===== config.mk =====
export PLATFORM = sky130hd
export DESIGN_NAME = aac_hbr_au_header_parser_core
export DESIGN_NICKNAME = d
export VERILOG_FILES = /design/src/design/ahp_pkg.sv /design/src/design/ahp_ctrl.sv /design/src/design/ahp_datapath.sv /design/src/design/aac_hbr_au_header_parser_core.sv
export SDC_FILE = /design/constraint.sdc
export NUM_CORES = 1
export LEC_CHECK = 0
export ABC_AREA = 1
export BUFFER_PORTS_ARGS = -buffer_cell sky130_fd_sc_hd__buf_2
export CORE_ASPECT_RATIO = 0.8
export CORE_MARGIN = 2
export CORE_UTILIZATION = 45
export CTS_CLUSTER_SIZE = 24
export DETAILED_ROUTE_END_ITERATION = 10
export GPL_TIMING_DRIVEN = 0
export PLACE_DENSITY_LB_ADDON = 0.15
export SYNTH_ARGS = -nofsm -noshare
export SYNTH_HDL_FRONTEND = slang
export SYNTH_HIERARCHICAL = 1
export SYNTH_SLANG_ARGS = --single-unit

===== constraint.sdc =====
create_clock -name i_clk -period 4.2 [get_ports i_clk]
set_input_delay 0.21 -clock i_clk [delete_from_list [all_inputs] [get_ports i_clk]]
set_output_delay 0.21 -clock i_clk [all_outputs]
set_load 0.005 [all_outputs]

===== src/design/ahp_pkg.sv =====
`timescale 1ns / 1ps
// ----------------------------------------------------------------------------
// AU header parser package
// Shared result codes, control/status bundles and fixed constants.
// ----------------------------------------------------------------------------
package ahp_pkg;

    // result status codes
    typedef enum logic [1:0] {
        ST_UNIT      = 2'd0,
        ST_FRAGMENT  = 2'd1,
        ST_MALFORMED = 2'd2
    } t_status;

    // controller -> datapath
    typedef struct packed {
        logic take;     // request accepted this cycle
        logic decide;   // evaluate packet, load first result
        logic emit;     // load next unit descriptor
    } t_cmd;

    // datapath -> controller
    typedef struct packed {
        logic multi;      // packet is good and carries more than one unit
        logic last_unit;  // unit being emitted is the final one
    } t_stat;

    localparam int          RESULT_CAP   = 16;       // most results per packet
    localparam logic [16:0] SUM_CAP      = 17'h1FFFF;
    localparam logic [16:0] MIN_PACKET   = 17'd4;
    localparam logic [16:0] HDR_PREFIX   = 17'd2;    // AU-headers-length field
    localparam logic [4:0]  MAX_UNITS_RST = 5'd16;

endpackage


===== src/design/ahp_ctrl.sv =====
`timescale 1ns / 1ps
// ----------------------------------------------------------------------------
// AU header parser controller
// Sequences byte intake, the end-of-packet verdict and descriptor emission.
// ----------------------------------------------------------------------------
module ahp_ctrl
    import ahp_pkg::*;
(
    input  logic  i_clk,
    input  logic  i_rst_n,
    input  logic  i_start,
    input  logic  i_last_byte,
    input  t_stat i_stat,
    output t_cmd  o_cmd,
    output logic  o_busy
);

    typedef enum logic [1:0] {
        S_IDLE,
        S_DECIDE,
        S_EMIT
    } t_state;

    t_state r_state, n_state;
    logic   r_busy, n_busy;

    assign o_cmd.take   = i_start && !r_busy;
    assign o_cmd.decide = (r_state == S_DECIDE);
    assign o_cmd.emit   = (r_state == S_EMIT);
    assign o_busy       = r_busy;

    always_comb begin
        n_state = r_state;
        n_busy  = r_busy;
        unique case (r_state)
            S_IDLE: begin
                if (i_start && !r_busy && i_last_byte) begin
                    n_state = S_DECIDE;
                    n_busy  = 1'b1;
                end
            end
            S_DECIDE: begin
                if (i_stat.multi) begin
                    n_state = S_EMIT;
                end else begin
                    n_state = S_IDLE;
                    n_busy  = 1'b0;
                end
            end
            S_EMIT: begin
                if (i_stat.last_unit) begin
                    n_state = S_IDLE;
                    n_busy  = 1'b0;
                end
            end
            default: begin
                n_state = S_IDLE;
                n_busy  = 1'b0;
            end
        endcase
    end

    always_ff @(posedge i_clk) begin
        if (!i_rst_n) begin
            r_state <= S_IDLE;
            r_busy  <= 1'b0;
        end else begin
            r_state <= n_state;
            r_busy  <= n_busy;
        end
    end

`ifndef ASSERT_OFF
    a_busy_tracks_state: assert property (@(posedge i_clk) disable iff (!i_rst_n)
        (r_busy == (r_state != S_IDLE)))
        else $error("busy out of step with state");
    a_decide_one_cycle: assert property (@(posedge i_clk) disable iff (!i_rst_n)
        (r_state == S_DECIDE) |=> (r_state != S_DECIDE))
        else $error("decide state held");
    a_emit_from_decide: assert property (@(posedge i_clk) disable iff (!i_rst_n)
        $rose(r_state == S_EMIT) |-> $past(r_state == S_DECIDE))
        else $error("emit entered without decide");
`endif

endmodule


===== src/design/ahp_datapath.sv =====
`timescale 1ns / 1ps
// ----------------------------------------------------------------------------
// AU header parser datapath
// Byte counting, header field capture, unit size store and result registers.
// ----------------------------------------------------------------------------
module ahp_datapath
    import ahp_pkg::*;
#(
    parameter int MAX_UNITS        = 16,
    parameter int MAX_PACKET_BYTES = 65535
) (
    input  logic        i_clk,
    input  logic        i_rst_n,
    input  t_cmd        i_cmd,
    input  logic [7:0]  i_payload_byte,
    input  logic        i_cfg_we,
    input  logic [4:0]  i_cfg_data,
    output t_stat       o_stat,
    output logic        o_valid,
    output logic [1:0]  o_status,
    output logic [3:0]  o_unit_index,
    output logic [15:0] o_unit_offset,
    output logic [15:0] o_unit_length,
    output logic [12:0] o_fragment_total,
    output logic        o_last_result
);

    localparam int          STORE_DEPTH = (MAX_UNITS < RESULT_CAP) ? MAX_UNITS : RESULT_CAP;
    localparam int          IDX_W       = (STORE_DEPTH > 1) ? $clog2(STORE_DEPTH) : 1;
    localparam logic [4:0]  LIMIT_CAP   = 5'(STORE_DEPTH);
    localparam logic [16:0] BYTES_MAX   = 17'(MAX_PACKET_BYTES);
    localparam logic [16:0] BYTES_SAT   = 17'(MAX_PACKET_BYTES + 1);
    localparam logic [16:0] UNITS_MAX   = 17'(MAX_UNITS);
    localparam logic [16:0] STORE_MAX   = 17'(STORE_DEPTH);

    // configuration
    logic [4:0]  r_max_units, n_max_units;

    // packet state
    logic [16:0] r_byte_count, n_byte_count;
    logic [15:0] r_hlen, n_hlen;
    logic [16:0] r_hdr, n_hdr;
    logic [7:0]  r_hold, n_hold;
    logic [16:0] r_sum, n_sum;
    logic        r_malformed, n_malformed;
    logic [4:0]  r_idx, n_idx;
    logic [16:0] r_off, n_off;

    logic [12:0] r_unit_sizes [STORE_DEPTH];

    // result registers
    logic        r_valid, n_valid;
    t_status     r_status, n_status;
    logic [3:0]  r_res_idx, n_res_idx;
    logic [15:0] r_res_off, n_res_off;
    logic [15:0] r_res_len, n_res_len;
    logic [12:0] r_res_frag, n_res_frag;
    logic        r_res_last, n_res_last;

    // store write port
    logic             wr_en;
    logic [IDX_W-1:0] wr_idx;
    logic [12:0]      wr_data;

    logic [4:0]  limit;
    logic [15:0] hl_new;
    logic [15:0] au_hdr;
    logic [16:0] unit_pos;
    logic [17:0] sum_ext;
    logic [11:0] nunits;
    logic [16:0] body_len;
    logic        bad, over, under, good;
    logic [12:0] size_rd;

    assign limit    = (r_max_units > LIMIT_CAP) ? LIMIT_CAP : r_max_units;
    assign hl_new   = {r_hold, i_payload_byte};
    assign au_hdr   = {r_hold, i_payload_byte};
    assign unit_pos = (r_byte_count - HDR_PREFIX) >> 1;
    assign sum_ext  = {1'b0, r_sum} + {5'd0, au_hdr[15:3]};
    assign nunits   = r_hlen[15:4];
    assign body_len = r_byte_count - r_hdr;
    assign size_rd  = r_unit_sizes[r_idx[IDX_W-1:0]];

    // end-of-packet verdict, all from registered state
    assign bad   = r_malformed || (r_byte_count < MIN_PACKET) || (r_hdr >= r_byte_count)
                || (nunits == 12'd0) || (nunits > {7'd0, limit});
    assign over  = r_sum > body_len;
    assign under = r_sum < body_len;
    assign good  = !bad && !over && !under;

    assign o_stat.multi     = good && (nunits != 12'd1);
    assign o_stat.last_unit = ({7'd0, r_idx} + 12'd1) == nunits;

    always_comb begin
        n_max_units  = r_max_units;
        n_byte_count = r_byte_count;
        n_hlen       = r_hlen;
        n_hdr        = r_hdr;
        n_hold       = r_hold;
        n_sum        = r_sum;
        n_malformed  = r_malformed;
        n_idx        = r_idx;
        n_off        = r_off;
        n_valid      = 1'b0;
        n_status     = r_status;
        n_res_idx    = r_res_idx;
        n_res_off    = r_res_off;
        n_res_len    = r_res_len;
        n_res_frag   = r_res_frag;
        n_res_last   = r_res_last;
        wr_en        = 1'b0;
        wr_idx       = unit_pos[IDX_W-1:0];
        wr_data      = au_hdr[15:3];

        if (i_cfg_we) begin
            n_max_units = i_cfg_data;
        end

        if (i_cmd.take) begin
            if (r_byte_count < BYTES_MAX) begin
                n_byte_count = r_byte_count + 17'd1;
                if (r_byte_count == 17'd0) begin
                    n_hold = i_payload_byte;
                end else if (r_byte_count == 17'd1) begin
                    n_hlen = hl_new;
                    n_hdr  = HDR_PREFIX + {4'd0, hl_new[15:3]};
                    if ((hl_new == 16'd0) || (hl_new[3:0] != 4'd0)
                        || (hl_new[15:4] > {7'd0, limit})) begin
                        n_malformed = 1'b1;
                    end
                end else if (!r_malformed && (r_byte_count < r_hdr)) begin
                    if (!r_byte_count[0]) begin
                        n_hold = i_payload_byte;
                    end else if ((au_hdr[2:0] != 3'd0) || (au_hdr[15:3] == 13'd0)
                                 || (unit_pos >= UNITS_MAX)) begin
                        n_malformed = 1'b1;
                    end else begin
                        wr_en = (unit_pos < STORE_MAX);
                        n_sum = sum_ext[17] ? SUM_CAP : sum_ext[16:0];
                    end
                end
            end else begin
                n_malformed  = 1'b1;
                n_byte_count = BYTES_SAT;
            end
        end

        if (i_cmd.decide) begin
            n_valid    = 1'b1;
            n_res_idx  = 4'd0;
            n_res_frag = 13'd0;
            n_res_last = 1'b1;
            if (bad || under || (over && (nunits != 12'd1))) begin
                n_status  = ST_MALFORMED;
                n_res_off = 16'd0;
                n_res_len = 16'd0;
            end else if (over) begin
                // lone unit cut short: report what is present
                n_status   = ST_FRAGMENT;
                n_res_off  = r_hdr[15:0];
                n_res_len  = body_len[15:0];
                n_res_frag = size_rd;
            end else begin
                n_status   = ST_UNIT;
                n_res_off  = r_hdr[15:0];
                n_res_len  = {3'd0, size_rd};
                n_res_last = (nunits == 12'd1);
                n_off      = r_hdr + {4'd0, size_rd};
                n_idx      = 5'd1;
            end
        end else if (i_cmd.emit) begin
            n_valid    = 1'b1;
            n_status   = ST_UNIT;
            n_res_idx  = r_idx[3:0];
            n_res_off  = r_off[15:0];
            n_res_len  = {3'd0, size_rd};
            n_res_frag = 13'd0;
            n_res_last = o_stat.last_unit;
            n_off      = r_off + {4'd0, size_rd};
            n_idx      = r_idx + 5'd1;
        end

        // packet done: back to empty
        if (n_valid && n_res_last) begin
            n_byte_count = 17'd0;
            n_hlen       = 16'd0;
            n_hdr        = HDR_PREFIX;
            n_hold       = 8'd0;
            n_sum        = 17'd0;
            n_malformed  = 1'b0;
            n_idx        = 5'd0;
            n_off        = 17'd0;
        end
    end

    always_ff @(posedge i_clk) begin
        if (!i_rst_n) begin
            r_max_units  <= MAX_UNITS_RST;
            r_byte_count <= 17'd0;
            r_hlen       <= 16'd0;
            r_hdr        <= HDR_PREFIX;
            r_hold       <= 8'd0;
            r_sum        <= 17'd0;
            r_malformed  <= 1'b0;
            r_idx        <= 5'd0;
            r_off        <= 17'd0;
            r_valid      <= 1'b0;
        end else begin
            r_max_units  <= n_max_units;
            r_byte_count <= n_byte_count;
            r_hlen       <= n_hlen;
            r_hdr        <= n_hdr;
            r_hold       <= n_hold;
            r_sum        <= n_sum;
            r_malformed  <= n_malformed;
            r_idx        <= n_idx;
            r_off        <= n_off;
            r_valid      <= n_valid;
        end
    end

    always_ff @(posedge i_clk) begin
        r_status   <= n_status;
        r_res_idx  <= n_res_idx;
        r_res_off  <= n_res_off;
        r_res_len  <= n_res_len;
        r_res_frag <= n_res_frag;
        r_res_last <= n_res_last;
        if (wr_en) begin
            r_unit_sizes[wr_idx] <= wr_data;
        end
    end

    assign o_valid          = r_valid;
    assign o_status         = r_status;
    assign o_unit_index     = r_res_idx;
    assign o_unit_offset    = r_res_off;
    assign o_unit_length    = r_res_len;
    assign o_fragment_total = r_res_frag;
    assign o_last_result    = r_res_last;

`ifndef ASSERT_OFF
    a_count_bounded: assert property (@(posedge i_clk) disable iff (!i_rst_n)
        (r_byte_count <= BYTES_SAT))
        else $error("byte count past saturation");
    a_clear_after_last: assert property (@(posedge i_clk) disable iff (!i_rst_n)
        (r_valid && r_res_last) |-> (r_idx == 5'd0 && !r_malformed))
        else $error("packet state not cleared after final result");
    a_no_take_while_emit: assert property (@(posedge i_clk) disable iff (!i_rst_n)
        !(i_cmd.take && (i_cmd.decide || i_cmd.emit)))
        else $error("byte taken during result emission");
`endif

endmodule


===== src/design/aac_hbr_au_header_parser_core.sv =====
`timescale 1ns / 1ps
// ----------------------------------------------------------------------------
// AAC-hbr AU header parser core
// Parses the AU-header section of an RTP payload byte by byte and reports one
// descriptor per access unit, a lone fragment, or a malformed packet.
// ----------------------------------------------------------------------------
// A non-final byte is taken with busy low. After the final byte is taken,
//   the decision state registers the first result, then the emit state one
//   per cycle; busy stays high until the final result is registered.
// Throughput: one byte per cycle within a packet, none while results emit;
//   the one-cycle result strobe cannot be stalled by the receiver.
// Reset: synchronous, active low; clears packet state and sets max_units to 16.
// ----------------------------------------------------------------------------
module aac_hbr_au_header_parser_core
    import ahp_pkg::*;
#(
    parameter int MAX_UNITS        = 16,
    parameter int MAX_PACKET_BYTES = 65535
) (
    input  logic        i_clk,
    input  logic        i_rst_n,
    // byte request
    input  logic        start,
    output logic        busy,
    input  logic [7:0]  i_payload_byte,
    input  logic        i_last_byte,
    // configuration
    input  logic        i_max_units_we,
    input  logic [4:0]  i_max_units,
    // results
    output logic        o_result_valid,
    output logic [1:0]  o_status,
    output logic [3:0]  o_unit_index,
    output logic [15:0] o_unit_offset,
    output logic [15:0] o_unit_length,
    output logic [12:0] o_fragment_total,
    output logic        o_last_result
);

    t_cmd  cmd;
    t_stat stat;

    // Controller: idle accepts a request each cycle; the final byte moves it
    // to a one-cycle decision, then an emit loop for multi-unit packets.
    ahp_ctrl u_ctrl (
        .i_clk       (i_clk),
        .i_rst_n     (i_rst_n),
        .i_start     (start),
        .i_last_byte (i_last_byte),
        .i_stat      (stat),
        .o_cmd       (cmd),
        .o_busy      (busy)
    );

    // Datapath: header length and AU header checks per byte, unit size store,
    // registered result outputs.
    ahp_datapath #(
        .MAX_UNITS        (MAX_UNITS),
        .MAX_PACKET_BYTES (MAX_PACKET_BYTES)
    ) u_datapath (
        .i_clk            (i_clk),
        .i_rst_n          (i_rst_n),
        .i_cmd            (cmd),
        .i_payload_byte   (i_payload_byte),
        .i_cfg_we         (i_max_units_we),
        .i_cfg_data       (i_max_units),
        .o_stat           (stat),
        .o_valid          (o_result_valid),
        .o_status         (o_status),
        .o_unit_index     (o_unit_index),
        .o_unit_offset    (o_unit_offset),
        .o_unit_length    (o_unit_length),
        .o_fragment_total (o_fragment_total),
        .o_last_result    (o_last_result)
    );

`ifndef ASSERT_OFF
    // final result shown while the block is already free for the next packet
    a_last_frees_block: assert property (@(posedge i_clk) disable iff (!i_rst_n)
        (o_result_valid && o_last_result) |-> !busy)
        else $error("busy high on final result");
    // a final byte always leads to a decision cycle
    a_last_byte_busy: assert property (@(posedge i_clk) disable iff (!i_rst_n)
        (start && !busy && i_last_byte) |=> busy)
        else $error("final byte did not start result phase");
    // malformed and fragment results stand alone
    a_single_result: assert property (@(posedge i_clk) disable iff (!i_rst_n)
        (o_result_valid && (o_status == ST_MALFORMED || o_status == ST_FRAGMENT))
        |-> (o_last_result && o_unit_index == 4'd0))
        else $error("malformed or fragment result not alone");
`endif

endmodule

* Yosys cells after proc, flatten, opt, wreduce, memory -nomap -nowiden *
Memories as Yosys holds them, arrays and structs flattened. A register that Yosys moved wholly into a read port is not among the register bits.
Index checks and enable logic that the tools add are counted.

storage, ports and cells
  output and inout bits = 54
  memories = 1
  bits in writable memories = 208
  flip-flop bits (word level) = 159

operators by class
  reduce and logical (&&, ||, !) cells = 40
  eq/ne operators = 18
  add/sub/neg operators = 9
  bitwise operators = 4
  order comparisons = 11
  multiplexer cells = 62

memory list
  memory                   depth  bits a word  read ports  clocked after memory_dff  write ports  RTL line            RTL
  u_datapath.r_unit_sizes  16     13           1           1                         1            ahp_datapath.sv:49  logic [12:0] r_unit_sizes [STORE_DEPTH];

operators with widths
  operator                                                                               number
  16-bit two-way mux                                                                     7
  17-bit two-way mux                                                                     6
  13-bit two-way mux                                                                     4
  17-bit by 13-bit adder with 17-bit output                                              2
  17-bit less-than comparator                                                            2
  8-bit two-way mux                                                                      4
  1-bit two-way mux                                                                      26
  5-bit two-way mux                                                                      5
  12-bit by 5-bit greater-than comparator with 1-bit output                              2
  17-bit by 13-bit adder with 18-bit output                                              1
  17-bit by 1-bit adder with 17-bit output (second input constant)                       1
  17-bit by 1-bit == test with 1-bit output (second input constant)                      1
  17-bit greater-or-equal comparator                                                     1
  17-bit greater-than comparator                                                         1
  17-bit logical NOT                                                                     1
  17-bit by 16-bit less-than comparator with 1-bit output (second input constant)        1
  17-bit by 3-bit less-than comparator with 1-bit output (second input constant)         1
  17-bit subtractor                                                                      1
  17-bit by 2-bit subtractor with 17-bit output (second input constant)                  1
  16-bit by 5-bit greater-or-equal comparator with 1-bit output (second input constant)  1
  16-bit logical NOT                                                                     1
  16-bit by 5-bit less-than comparator with 1-bit output (second input constant)         1
  2-bit by 13-bit adder with 14-bit output (first input constant)                        1
  13-bit logical NOT                                                                     1
  other kinds (32)                                                                       71

* Longest topological paths before layout *
  depth in word-level cells = 12
  gate-level depth with buffers = 29
  depth with buffers taken out = 28

* Cells and area by module *
The synthesis kept the hierarchy.

modules (own cells, without submodules)
  module        area an instance (um2)  cells an instance  times used
  ahp_datapath  19909.1                 2183               1
  ahp_ctrl      162.7                   24                 1

* Least setup slack after synthesis *
No wires, ideal clock.

  path kind = register -> register
  from = register u_datapath.r_byte_count[0]
  to = register u_datapath.r_res_len[1], in the netlist u_datapath/o_unit_length[1] (data pin)
  path slack = 0.507 ns
  data required time = 3.932 ns
  arrival time = 3.425 ns
  buffers on the path = 1
  cell stages (with the launch flop) = 26
  cell sequence = dfxtp_1 > inv_2 > ha_1 > inv_1 > fa_1 > a21oi_1 > o21bai_1 > nand2_1 > nand3_1 > nand2_1 > nand2_1 > nand2_1 > nand2_1 > xor2_1 > ha_1 > nand2_1 > nor2_1 > and2_1 > nand4_1 > nand3_1 > nand2_1 > inv_1 > clkbuf_1 > nand2_1 > o21ai_0 > o22ai_1

between the ends
  word-level cells in the longest chain between the ends = 9
  elaborated cells on any way between the ends = 15

ends and longest elaborated chain
  what                                                                       RTL line             RTL
  start, declared                                                            ahp_datapath.sv:40   logic [16:0] r_byte_count, n_byte_count;
  start signal, assigned                                                     ahp_datapath.sv:210  r_byte_count <= n_byte_count;
  parallel branches: the longest is 7 deep, another holds 17-bit subtractor  -
  16-bit two-way mux *                                                       ahp_datapath.sv:153  if (bad || under || (over && (nunits != 12'd1))) begin
  16-bit two-way mux *                                                       ahp_datapath.sv:148  if (i_cmd.decide) begin
  named net u_datapath.n_res_len[1]                                          ahp_datapath.sv:56   logic [15:0] r_res_len, n_res_len;
  end signal, assigned                                                       ahp_datapath.sv:226  r_res_len <= n_res_len;
  end, declared                                                              ahp_datapath.sv:56

Mark *: on every way through the listed nets, which the timed path passes.
A chain may end at the register's enable or synchronous reset.

* Worst setup path in the final report *
  from = register u_datapath.r_byte_count[0]
  to = register u_datapath.r_sum[7]

between the ends
  word-level cells in the longest chain between the ends = 11
  elaborated cells on any way between the ends = 29

ends and longest elaborated chain
  what                                                                       RTL line             RTL
  parallel branches: the longest is 7 deep, another holds 17-bit subtractor  -
  1-bit two-way mux *                                                        ahp_datapath.sv:153
  1-bit two-way mux *                                                        ahp_datapath.sv:148
  named net u_datapath.n_res_last                                            ahp_datapath.sv:58   logic r_res_last, n_res_last;
  1-bit logical AND *                                                        ahp_datapath.sv:184  if (n_valid && n_res_last) begin
  2-bit OR reduction (no source line) *                                      -
  end signal, assigned                                                       ahp_datapath.sv:214  r_sum <= n_sum;
  end, declared                                                              ahp_datapath.sv:44   logic [16:0] r_sum, n_sum;

Marks and branches as above.

==> results.cfg <==
[synthesis]
async_reset_ff_frac = 0
synth.lib_cells_used.distinct = 55
synth-seq-area-share = 0.489
ys_warn_count = 6
netlist_area_um2 = 20100
synth_edf_count = 255
syn-mean-instance-area_um2 = 9.09
synth_seq_cells = 363
synth_ff_type = edfxtp_1
syn-instance-count = 2207
syn_nets = 2315

[routing]
drc = 0
antenna_viol_nets_final = 0
drtPass1Iterations = 5
postRouteWirelength_um = 63100
overall_via_count_from_detail_route = 16600
initialDrtViolationCount = 1727
route.detailed.vias_per_inst = 5.53
wire_per_inst_um = 21.0

[pwr]
share_clk_of_total_power = 0.425
power_leakage_nw = 9.45
power.net_switching_mw = 2.09
peakVddDrop_uv = 209
p_sw_frac = 0.252
p_seq_frac = 0.476
pwr_total_mw = 8.29
internal-power_mw = 6.21
cellPowerDensity_nw_per_um2 = 353
combPwrFrac = 0.099

[place]
portBuffers = 71
post-place-cells = 2890
detailed_place_hpwl_um = 45900
detailedPlace.worstSlack_ns = -0.849
place_area_um2 = 21400
gpl.final_weighted_congestion = 0.924

[worst_setup_path]
critical-path-top-cell-by-count = nand2_2
rrSetupSlack_ns = 0.15
worst_setup_path_start_kind = register
r2r_cell_count = 28
r2r-start = u_datapath/r_byte_count[0]
startpoint = u_datapath/r_byte_count[0]
timing_worst_setup_path_type = register to register
worst_r2r_endpoint = u_datapath/r_sum[7]
timing.critical_path.slowest_cell_delay_ns = 0.37
end_kind = register
worst_path_cell_with_the_longest_stage_delay = dfxtp_4
cp_data_required_time_ns = 4.64
worstPathMaxFanout = 10
arrival_time_reported_for_the_critical_path_endpoint_ns = 4.48

[clocking]
clkTransAtPathRegs_ns = 0.06
tritoncts = built
ctsRootBufferMaster = clkbuf_16
tritoncts.num_buffers = 40
total_number_of_h_tree_levels = 2
tritoncts_num_sinks = 363
clk-insertion-delay-late_ns = 0.56
max-clock-path-buffers = 3

[timing]
timing.final.hold_violations = 0
totalNegativeSetupSlack_ns = 0
skew_ns = 0.0264
unrepaired_setup_endpoints_after_global_routing = true
slew_viol_final = 0
max_freq_mhz = 247
max_slew_margin = 0.0866
fin_crit_sh = 0.963
period_needed_ns = 4.05
setup_violations = 0
slew_at_the_pin_closest_to_its_max_slew_limit_ns = 1.37
post_route_setup_slack_ns = 0.154
worst_hold_slack_across_all_endpoints_ns = 0.0454

[global_routing]
via_count_of_the_first_global_routing_pass = 15200
grt_antenna_before_repair = 1
grt_max_degree = 39
first_pass_grt_wire_length_um = 93300
globalRouteTotalUtil = 0.272
grt_overflow = 0

[cells_and_area]
fin_nets = 2475
final_layout_size_suffix_gt1_frac = 0.175
area.growth.synth_to_final_pct = 16.9
antenna-diode-count = 0
final_design_area_no_fill_um2 = 23500
finalNonFillerCells = 3001
final_core_util = 0.531

[die]
die_h_um = 193
placement_rows = 69
initial_utilization = 0.454
fp.dieW_um = 240
core_area_um2 = 44200
die_area_um2 = 46300
io_pins = 72

[min_path]
timing.hold.worst.start = i_payload_byte[0]
terminating_pin_of_the_worst_hold_path = u_datapath/r_hold[0]
hold_path.class = primary input to register
hold_path_cells = 5

[outcome]
status = completed

[job]
drv_cap = 0
-- placed cells by master (no fill, tap or decap), types with 10 or more instances in the layout --
cell,instances
dfxtp_2,10
clkbuf_2,13
nor2_4,71
xor2_1,34
nand2_2,17
buf_4,26
nand4_1,26
o22ai_1,23
o21ai_1,13
dfxtp_1,95
clkbuf_1,36
clkbuf_16,42
ha_1,79
nand3_1,121
buf_8,10
buf_2,93
edfxtp_1,255
dlygate4sd3_1,12
inv_1,287
inv_2,10
nor2_1,145
nor3_1,12
o211ai_1,52
o21ai_0,174
nand2_1,372
mux2i_1,53
a21oi_1,133
nor2_2,31
-- area by class of cell --
type,instances,area (um2)
multi-input combinational,1460,8960
sequential,363,9840
buffer,78,534
tap,603,754
fill,4045,20700
clock inverter,16,178
clock buffer,57,1110
inverter,303,1150
timing repair buffer,121,936
-- cells in the mapped netlist, types with 26 or more instances --
| cell type | number | area [um2] |
|---|---|---|
| xor2_1 | 38 | 333 |
| nor2_1 | 163 | 612 |
| nand2_1 | 380 | 1430 |
| mux2i_1 | 53 | 531 |
| a21oi_1 | 140 | 701 |
| dfxtp_1 | 108 | 2160 |
| nand4_1 | 26 | 163 |
| o211ai_1 | 52 | 390 |
| clkbuf_1 | 39 | 146 |
| nand3_1 | 125 | 626 |
| ha_1 | 86 | 1080 |
| edfxtp_1 | 255 | 7660 |
| o21ai_0 | 182 | 911 |
| inv_1 | 291 | 1090 |
| nor2_4 | 65 | 732 |
| buf_2 | 28 | 140 |
-- layer usage --
layer,vias to the layer above,GRT usage,part of all wire
met1,7987,0.410,0.47
met3,81,0.0654,0.095
met4,2,0.0676,0.019
met2,705,0.391,0.41
met5,-,0,0.00016
li1,7817,-,-
-- registers in the layout, summed over array words and instances (netlist names), 2 cells and up, named ones only --
register,count
u_ctrl/r_state,2
u_datapath/o_fragment_total,13
u_datapath/o_status,2
u_datapath/o_unit_index,4
u_datapath/o_unit_length,16
u_datapath/o_unit_offset,16
u_datapath/r_byte_count,17
u_datapath/r_hdr,13
u_datapath/r_hlen,13
u_datapath/r_hold,8
u_datapath/r_idx,5
u_datapath/r_max_units,5
u_datapath/r_off,16
u_datapath/r_sum,17
u_datapath/r_unit_sizes,208
-- worst max-delay path, delay by kind of cell (launching register included) --
family / cells / cell delay [ns]
AO/OA/AOI/OAI: 3 / 0.34
XOR/XNOR: 1 / 0.17
adder cells (fa/ha/maj): 3 / 0.83
buffers and inverters: 6 / 0.65
flip-flops: 1 / 0.37
AND/OR/NAND/NOR: 15 / 1.54
-- power by group through the flow --
stage / clock network, mW / logic (mW) / registers, mW
6_report: 3.52 / 0.818 / 3.95
5_1_grt: 3.72 / 0.893 / 3.95
4_1_cts: 3.58 / 0.776 / 3.95
3_5_place_dp: 0 / 0.716 / 4.03
3_3_place_gp: 0 / 0.705 / 4.03
2_1_floorplan: 0 / 0.485 / 3.99
-- how the worst max path moves through the flow --
stage / to / slack (ns) / cells past startpoint
global placement: register / -0.84 / 27
finish: u_datapath/r_sum[7] / 0.15 / 28
global route: u_datapath/r_hold[5] / -0.12 / 29
floorplan: u_datapath/o_unit_length[1] / 0.51 / 25
CTS: register / 0.002 / 29
detailed placement: register / -0.85 / 27
-- logic make-up (layout without fill, tap and decap cells) --
kind of cell,after synthesis,count (layout),share of synthesized area
AOI/OAI and AO/OA,444,444,0.125
xor gates and xnor gates,47,47,0.0205
adders and majority gates,90,90,0.0576
buffers and inverters,384,575,0.0807
DFF,363,363,0.489
muxes,53,53,0.0264
and+or+nand+nor,826,826,0.201
-- repair_timing --
item / CTS / global route
hold buffers: 12 / 0
setup buffers: 17 / 7
endpoints found under the setup margin: 142 / 135
hold endpoints to repair: 8 / 0
resized for setup: 72 / 70
pin swaps: 13 / 17
cloned: 1 / 2
(Power assumes the default switching activity.)
